<file path="config.mk">
export PLATFORM = sky130hd
export DESIGN_NAME = vertex_cover_greedy_matching_top_flat
export DESIGN_NICKNAME = d
export VERILOG_FILES = /design/src/vcgm_pkg.sv /design/src/vcgm_if.sv /design/src/vcgm_ram.sv /design/src/vertex_cover_greedy_matching_top.sv /design/src/flat_wrapper.sv
export SDC_FILE = /design/constraint.sdc
export NUM_CORES = 2
export LEC_CHECK = 0
export BUFFER_PORTS_ARGS = -buffer_cell sky130_fd_sc_hd__buf_4
export CORE_UTILIZATION = 25
export DETAILED_ROUTE_END_ITERATION = 8
export GPL_TIMING_DRIVEN = 1
export PLACE_DENSITY = 0.37
export SYNTH_ARGS = -nofsm -noshare
export SYNTH_HDL_FRONTEND = slang
export SYNTH_HIERARCHICAL = 1
export SYNTH_SLANG_ARGS = --single-unit
</file>
<file path="constraint.sdc">
create_clock -name clk -period 20.2 [get_ports clk]
set_input_delay 4.04 -clock clk [delete_from_list [all_inputs] [get_ports clk]]
set_output_delay 4.04 -clock clk [all_outputs]
set_load 0.005 [all_outputs]
</file>
<file path="src/vcgm_pkg.sv">
package vcgm_pkg;

  localparam int VTX_W   = 12;
  localparam int COVER_W = 10;

  typedef enum logic {
    FUNC_EDGE  = 1'b0,
    FUNC_CLEAR = 1'b1
  } func_t;

endpackage

</file>
<file path="src/vcgm_if.sv">
interface vcgm_in_if import vcgm_pkg::*; ();
  logic             valid;
  logic             ready;
  logic             func;
  logic [VTX_W-1:0] edge_u;
  logic [VTX_W-1:0] edge_v;

  modport source (output valid, output func, output edge_u, output edge_v, input ready);
  modport sink   (input valid, input func, input edge_u, input edge_v, output ready);
endinterface

interface vcgm_out_if import vcgm_pkg::*; ();
  logic               valid;
  logic               ready;
  logic [COVER_W-1:0] cover_vertex;
  logic               bad_edge;
  logic               last_of_run;

  modport source (output valid, output cover_vertex, output bad_edge, output last_of_run,
                  input ready);
  modport sink   (input valid, input cover_vertex, input bad_edge, input last_of_run,
                  output ready);
endinterface

</file>
<file path="src/vcgm_ram.sv">
module vcgm_ram #(
  parameter int WIDTH = 1,
  parameter int DEPTH = 1024
) (
  input  logic                     clk,
  input  logic                     we,
  input  logic [$clog2(DEPTH)-1:0] waddr,
  input  logic [WIDTH-1:0]         wdata,
  input  logic [$clog2(DEPTH)-1:0] raddr,
  output logic [WIDTH-1:0]         rdata
);

  logic [WIDTH-1:0] mem [DEPTH];

  always_ff @(posedge clk) begin
    if (we) begin
      mem[waddr] <= wdata;
    end
    rdata <= mem[raddr];
  end

endmodule

</file>
<file path="src/vertex_cover_greedy_matching_top.sv">
// channel   dir  handshake            word
// in_ch     in   in_ch.valid/ready    func, edge_u, edge_v
// out_ch    out  out_ch.valid/ready   cover_vertex, bad_edge, last_of_run
//
// edge word: read u, read v, check, write v of a matched pair (skipped when u == v),
//   then its result words; an edge with an end already covered gives no result word
// out-of-range edge: its result word is valid in the cycle after accept
// clear word and reset: a clearing pass over every entry of the cover map,
//   one entry per cycle through its single write port; in_ch.ready stays low meanwhile
// a stalled out_ch holds the result word and keeps in_ch.ready low
module vertex_cover_greedy_matching_top import vcgm_pkg::*; #(
  parameter int NUM_VERTICES = 1024
) (
  input  logic       clk,
  input  logic       rst_n,
  vcgm_in_if.sink    in_ch,
  vcgm_out_if.source out_ch
);

  localparam int AW    = $clog2(NUM_VERTICES);
  localparam int CMP_W = VTX_W + 1;

  typedef enum logic [7:0] {
    ST_IDLE       = 8'b0000_0001,
    ST_CLR        = 8'b0000_0010,
    ST_RD_U       = 8'b0000_0100,
    ST_RD_V       = 8'b0000_1000,
    ST_CHK        = 8'b0001_0000,
    ST_WR_V       = 8'b0010_0000,
    ST_SEND_FIRST = 8'b0100_0000,
    ST_SEND_LAST  = 8'b1000_0000
  } state_t;

  state_t             state_r, state_nxt;
  logic [VTX_W-1:0]   u_r, u_nxt;
  logic [VTX_W-1:0]   v_r, v_nxt;
  logic               cov_u_r, cov_u_nxt;
  logic [AW-1:0]      clr_addr_r, clr_addr_nxt;
  logic [COVER_W-1:0] out_vertex_r, out_vertex_nxt;
  logic               out_bad_r, out_bad_nxt;
  logic               out_last_r, out_last_nxt;

  logic          ram_we;
  logic [AW-1:0] ram_waddr;
  logic [0:0]    ram_wdata;
  logic [AW-1:0] ram_raddr;
  logic [0:0]    ram_rdata;
  logic          in_fire;
  logic          in_bad;

  vcgm_ram #(
    .WIDTH (1),
    .DEPTH (NUM_VERTICES)
  ) u_map (
    .clk   (clk),
    .we    (ram_we),
    .waddr (ram_waddr),
    .wdata (ram_wdata),
    .raddr (ram_raddr),
    .rdata (ram_rdata)
  );

  assign in_ch.ready         = (state_r == ST_IDLE);
  assign in_fire             = in_ch.valid && in_ch.ready;
  assign in_bad              = ({1'b0, in_ch.edge_u} >= CMP_W'(NUM_VERTICES)) ||
                               ({1'b0, in_ch.edge_v} >= CMP_W'(NUM_VERTICES));
  assign out_ch.valid        = (state_r == ST_SEND_FIRST) || (state_r == ST_SEND_LAST);
  assign out_ch.cover_vertex = out_vertex_r;
  assign out_ch.bad_edge     = out_bad_r;
  assign out_ch.last_of_run  = out_last_r;

  assign ram_raddr = (state_r == ST_RD_U) ? u_r[AW-1:0] : v_r[AW-1:0];

  always_comb begin
    state_nxt      = state_r;
    u_nxt          = u_r;
    v_nxt          = v_r;
    cov_u_nxt      = cov_u_r;
    clr_addr_nxt   = clr_addr_r;
    out_vertex_nxt = out_vertex_r;
    out_bad_nxt    = out_bad_r;
    out_last_nxt   = out_last_r;
    ram_we         = 1'b0;
    ram_waddr      = u_r[AW-1:0];
    ram_wdata      = 1'b1;
    case (state_r)
      ST_IDLE: begin
        if (in_fire) begin
          u_nxt = in_ch.edge_u;
          v_nxt = in_ch.edge_v;
          if (func_t'(in_ch.func) == FUNC_CLEAR) begin
            clr_addr_nxt = '0;
            state_nxt    = ST_CLR;
          end else if (in_bad) begin
            out_vertex_nxt = '0;
            out_bad_nxt    = 1'b1;
            out_last_nxt   = 1'b1;
            state_nxt      = ST_SEND_LAST;
          end else begin
            state_nxt = ST_RD_U;
          end
        end
      end
      ST_CLR: begin
        ram_we       = 1'b1;
        ram_waddr    = clr_addr_r;
        ram_wdata    = 1'b0;
        clr_addr_nxt = clr_addr_r + AW'(1);
        if (clr_addr_r == AW'(NUM_VERTICES - 1)) begin
          state_nxt = ST_IDLE;
        end
      end
      ST_RD_U: begin
        state_nxt = ST_RD_V;
      end
      ST_RD_V: begin
        cov_u_nxt = ram_rdata[0];
        state_nxt = ST_CHK;
      end
      ST_CHK: begin
        if (cov_u_r || ram_rdata[0]) begin
          state_nxt = ST_IDLE;
        end else begin
          ram_we         = 1'b1;
          ram_waddr      = u_r[AW-1:0];
          out_vertex_nxt = u_r[COVER_W-1:0];
          out_bad_nxt    = 1'b0;
          if (u_r == v_r) begin
            out_last_nxt = 1'b1;
            state_nxt    = ST_SEND_LAST;
          end else begin
            out_last_nxt = 1'b0;
            state_nxt    = ST_WR_V;
          end
        end
      end
      ST_WR_V: begin
        ram_we    = 1'b1;
        ram_waddr = v_r[AW-1:0];
        state_nxt = ST_SEND_FIRST;
      end
      ST_SEND_FIRST: begin
        if (out_ch.ready) begin
          out_vertex_nxt = v_r[COVER_W-1:0];
          out_last_nxt   = 1'b1;
          state_nxt      = ST_SEND_LAST;
        end
      end
      ST_SEND_LAST: begin
        if (out_ch.ready) begin
          state_nxt = ST_IDLE;
        end
      end
      default: begin
        state_nxt = ST_IDLE;
      end
    endcase
  end

  always_ff @(posedge clk) begin
    if (!rst_n) begin
      state_r    <= ST_CLR;
      clr_addr_r <= '0;
    end else begin
      state_r    <= state_nxt;
      clr_addr_r <= clr_addr_nxt;
    end
  end

  always_ff @(posedge clk) begin
    u_r          <= u_nxt;
    v_r          <= v_nxt;
    cov_u_r      <= cov_u_nxt;
    out_vertex_r <= out_vertex_nxt;
    out_bad_r    <= out_bad_nxt;
    out_last_r   <= out_last_nxt;
  end

endmodule

</file>
<file path="src/flat_wrapper.sv">
// flat-port wrapper written by rule: the top's interface ports become plain ports
module vertex_cover_greedy_matching_top_flat import vcgm_pkg::*;
#(
  parameter int NUM_VERTICES = 1024
)
  (clk, rst_n, in_ch_valid, in_ch_func, in_ch_edge_u, in_ch_edge_v, in_ch_ready, out_ch_valid, out_ch_cover_vertex, out_ch_bad_edge, out_ch_last_of_run, out_ch_ready);
  vcgm_in_if in_ch_i ();
  vcgm_out_if out_ch_i ();
  input  logic clk;
  input  logic rst_n;
  input wire logic [$bits(in_ch_i.valid)-1:0] in_ch_valid;
  input wire logic [$bits(in_ch_i.func)-1:0] in_ch_func;
  input wire logic [$bits(in_ch_i.edge_u)-1:0] in_ch_edge_u;
  input wire logic [$bits(in_ch_i.edge_v)-1:0] in_ch_edge_v;
  output wire logic [$bits(in_ch_i.ready)-1:0] in_ch_ready;
  output wire logic [$bits(out_ch_i.valid)-1:0] out_ch_valid;
  output wire logic [$bits(out_ch_i.cover_vertex)-1:0] out_ch_cover_vertex;
  output wire logic [$bits(out_ch_i.bad_edge)-1:0] out_ch_bad_edge;
  output wire logic [$bits(out_ch_i.last_of_run)-1:0] out_ch_last_of_run;
  input wire logic [$bits(out_ch_i.ready)-1:0] out_ch_ready;
  assign in_ch_i.valid = in_ch_valid;
  assign in_ch_i.func = in_ch_func;
  assign in_ch_i.edge_u = in_ch_edge_u;
  assign in_ch_i.edge_v = in_ch_edge_v;
  assign in_ch_ready = in_ch_i.ready;
  assign out_ch_valid = out_ch_i.valid;
  assign out_ch_cover_vertex = out_ch_i.cover_vertex;
  assign out_ch_bad_edge = out_ch_i.bad_edge;
  assign out_ch_last_of_run = out_ch_i.last_of_run;
  assign out_ch_i.ready = out_ch_ready;
  vertex_cover_greedy_matching_top #(.NUM_VERTICES(NUM_VERTICES)) u_core (.clk(clk), .rst_n(rst_n), .in_ch(in_ch_i), .out_ch(out_ch_i));
endmodule
</file>
==> impl_summary.log <==
[metrics] number of rows in the core area: roughly 160
[metrics] Area after DPL: 50260 µm²
[metrics] primary flip-flop cell chosen by synthesis mapping: sky130_fd_sc_hd__edfxtp_1
[metrics] Slew Limit Fails: 0
[metrics] Max transition margin: under 10%
[metrics] clock insertion delay at the later pin of the skew report: a little under 0.8 ns
[metrics] detailed-route vias per instance: a little under 5
[metrics] crit path time final: 6.332 ns
[metrics] unrepaired setup endpoints after global routing: false
[metrics] top area cells in the synthesized netlist: sky130_fd_sc_hd__edfxtp_1 67%, sky130_fd_sc_hd__mux4_2 9.5%, sky130_fd_sc_hd__nor2_1 8.4%, sky130_fd_sc_hd__mux2i_1 2.6%, sky130_fd_sc_hd__clkbuf_1 1.5%
[metrics] global routing usage summed across all routing layers: between 10% and 20%
[metrics] most instantiated library cell after synthesis: sky130_fd_sc_hd__edfxtp_1
[metrics] leftover overflow at the end of global routing: 0
[metrics] slowest library cell on the worst path: sky130_fd_sc_hd__mux2_8
[metrics] post-synthesis register bit count: between 1000 and 1500
[metrics] post-synth cell types: just over 70
[metrics] most area-hungry cell type in the Yosys netlist: sky130_fd_sc_hd__edfxtp_1
[metrics] Clock Pin Slew Worst Setup and Hold Paths: roughly 0.06 ns
[metrics] P&R area growth vs syn: 14.68%
[metrics] Die ar.: between 150000 and 200000 µm²
[metrics] peak clock frequency supported by timing: around 0.16 GHz
[metrics] Worst path top cell family by delay: multiplexers
[metrics] Lkg Pwr: 16.10 nW
[metrics] via count of the first global-routing pass: between 20000 and 30000
[metrics] Syn Area/Cell: between 10 and 15 µm²
[metrics] net count of the mapped netlist: 3395
[metrics] H-Tree Depth: 4
[metrics] placeable core region: 188000 µm²
[metrics] worst-case clock skew: 0.02652 ns
[metrics] CTS tree: built
[metrics] TritonCTS buffer count: 134
[metrics] cell chosen for the clock root: sky130_fd_sc_hd__clkbuf_16
[metrics] number of antenna violations at the first check in global routing: 10
[metrics] die height: roughly 440 µm
[metrics] final RePlAce weighted congestion: about 0.73
[metrics] detailed-placement wirelength estimate: 81.29 mm
[metrics] CP max FO: 49
[metrics] maxcap violations: 0
[metrics] async set-reset flop share out of synthesis: 0%
[metrics] category of the worst setup path launch point: flip-flop
[metrics] width of the chip: approximately 440 µm
[metrics] largest net degree at the start of global routing: around 260
[metrics] Post-Layout Cell Count: roughly 5900
[metrics] Clock Tree Buf Depth: 3
[metrics] Iteration-0 DRC Markers: roughly 2700
[metrics] slew at the pin closest to its max-slew limit: approximately 1.4 ns
[metrics] type of the setup path with the least slack: reg -> reg
[metrics] fraction of post-synthesis cell area in the top cell type by area: 67.22%
[metrics] Port Buf Inserts: between 40 and 50
[metrics] leading cell types by count after synthesis: 1061 x sky130_fd_sc_hd__edfxtp_1, 1060 x sky130_fd_sc_hd__nor2_1, 200 x sky130_fd_sc_hd__mux4_2
[metrics] post-CTS setup buffers: 0
[metrics] post_cts resized: 0
[metrics] number of enable-type register cells in the synthesized netlist: about 1100
[metrics] summed area of non-filler cells in the final layout: ~54000 µm²
[metrics] Power per Cell Area: ~95 nW/µm²
[metrics] arrival time worst endpoint: between 6 and 7 ns
[metrics] Detailed Routing Iterations Pass 1: 7
[metrics] Hold Crit Class: reg -> reg
[metrics] worst hold-check slack: around 0.52 ns
[metrics] share of cells above drive strength 1: between 10% and 20%
[metrics] crit end category: flip-flop
[metrics] number of placed instances, taps included: ~5700
[metrics] post-layout net count: roughly 3300
[metrics] number of buffer and inverter stages on the critical path: 2
[metrics] initial cell density of the core: approximately 25%
[metrics] wire length of the first global-routing pass: 225.6 mm
[metrics] Overall Power: just over 5 mW
[metrics] Final Hold Viols: 0
[metrics] count of yosys warnings during synthesis: 6
[metrics] WL/cell: about 27 µm
[metrics] sequential cell area fraction in the yosys report: around 70%
[metrics] clock net sink count: ~1100
[metrics] post-synthesis cell area: between 40000 and 50000 µm²
[metrics] worst supply voltage drop on vdd: 0.00008323 V
[metrics] total via count in the routed design: roughly 28000
[metrics] slowest cell delay on critical path: between 0.8 and 0.9 ns
[metrics] data required time of the worst path: 20.84 ns
[metrics] cells traversed along the worst timing path: nor4_1, nand4b_1, mux2_8, buf_4, buf_4, mux4_2, mux4_2, mux2i_1, o21ai_0, nor2_1, nor3_1, nor4_1, o2111ai_1
[metrics] number of nets with antenna violations after detailed routing: 0
[metrics] setup TNS after final layout: 0 ns
[metrics] final clock period utilization by the worst path: around a third
[metrics] number of hold buffers added after cts: 0
[metrics] status: finished clean
[metrics] number of setup violations in the final report: 0
[metrics] DRT Wirelength: ~160 mm
[metrics] total I/O pin count: 43
[metrics] DRC violation count after routing: 0
[metrics] Post-Synthesis Cells: ~3400
final timing paths:
path	startpoint	to	slack [ns]	cells after the start
hold / removal	u_core/state_r[2]	u_core/state_r[3]	0.52	2
setup reg to reg	u_core/state_r[7]	u_core/u_map/rdata	13.87	13
setup / recovery	u_core/state_r[7]	u_core/u_map/rdata	13.87	13
hold reg to reg	u_core/state_r[2]	u_core/state_r[3]	0.52	2
sequential cells by signal, summed over array words and instances (netlist names):
register                    count
u_core/cov_u_r                  1
u_core/u_r                     12
u_core/u_map/rdata              1
u_core/clr_addr_r              10
u_core/out_ch.last_of_run       1
u_core/u_map/mem             1024
u_core/out_ch.bad_edge          1
u_core/out_ch.cover_vertex     10
u_core/state_r                  8
u_core/v_r                     12
stage by stage:
stage / utilization, % / worst slack, ns
floorplan: - / 5.803
global placement: 26.74 / 13.51
detailed placement: 26.74 / 13.70
CTS: 28.91 / 13.70
global route: 28.91 / 13.25
finish: 28.91 / 13.87
where the power goes:
group / leakage, nW / internal, mW / switching [mW] / total (mW)
clock network: 1.99 / 1.32 / 0.974 / 2.29
registers: 9.85 / 2.56 / 0.00448 / 2.57
logic: 4.27 / 0.0442 / 0.284 / 0.328
total: 16.1 / 3.92 / 1.26 / 5.19
kinds of logic after synthesis:
| kind of cell | after synthesis | share of synthesized area (%) |
|---|---|---|
| DFF | 1080 | 68.02 |
| adders and majority gates | 1 | 0.02639 |
| AOI/OAI and AO/OA | 215 | 3.318 |
| and+or+nand+nor | 1368 | 11.76 |
| xor gates and xnor gates | 22 | 0.4065 |
| buffers and inverters | 328 | 3.263 |
| muxes | 351 | 13.21 |
tightest hold or removal path, stage by stage, from the launching register on:
cell and delay (ns):
sky130_fd_sc_hd__dfxtp_1 0.35, sky130_fd_sc_hd__nand3_1 0.08, sky130_fd_sc_hd__nor2_1 0.04
placed cells by master, fill, tap and decap left out, types with 15 or more instances in the layout:
cell / netlist / final
sky130_fd_sc_hd__buf_4: 13 / 114
sky130_fd_sc_hd__mux4_2: 200 / 200
sky130_fd_sc_hd__nand2_1: 115 / 108
sky130_fd_sc_hd__nand4_1: 17 / 17
sky130_fd_sc_hd__o22ai_1: 29 / 29
sky130_fd_sc_hd__clkbuf_1: 194 / 34
sky130_fd_sc_hd__nor2_1: 1060 / 1060
sky130_fd_sc_hd__nand3_4: 0 / 18
sky130_fd_sc_hd__edfxtp_1: 1061 / 1061
sky130_fd_sc_hd__a22oi_1: 27 / 27
sky130_fd_sc_hd__a21oi_1: 42 / 42
sky130_fd_sc_hd__o221ai_1: 49 / 49
sky130_fd_sc_hd__dfxtp_1: 19 / 19
sky130_fd_sc_hd__mux2i_1: 124 / 124
sky130_fd_sc_hd__nand3_1: 46 / 22
sky130_fd_sc_hd__xnor2_1: 15 / 15
sky130_fd_sc_hd__clkbuf_16: 0 / 137
sky130_fd_sc_hd__nor3_1: 43 / 43
sky130_fd_sc_hd__clkinv_1: 2 / 38
cell type report:
type	count	area, µm²
fill	19110	133600
sequential	1080	32240
multi-input combinational	1957	13940
clock buffer	171	3556
tap	2495	3122
timing repair buffer	116	895.9
clock inverter	69	533.0
inverter	15	63.81
antenna	2	5.005
per-layer routing:
layer  vias to the layer above  share of wire [%]  GRT usage, %
met5                         -                  0        0.1008
met4                         0                2.0         4.263
met3                       189                4.7         2.611
met2                       630                 48         27.06
met1                     15200                 45         22.60
li1                      12350                  -             -
Note: power is estimated with default switching activity, not from simulation.
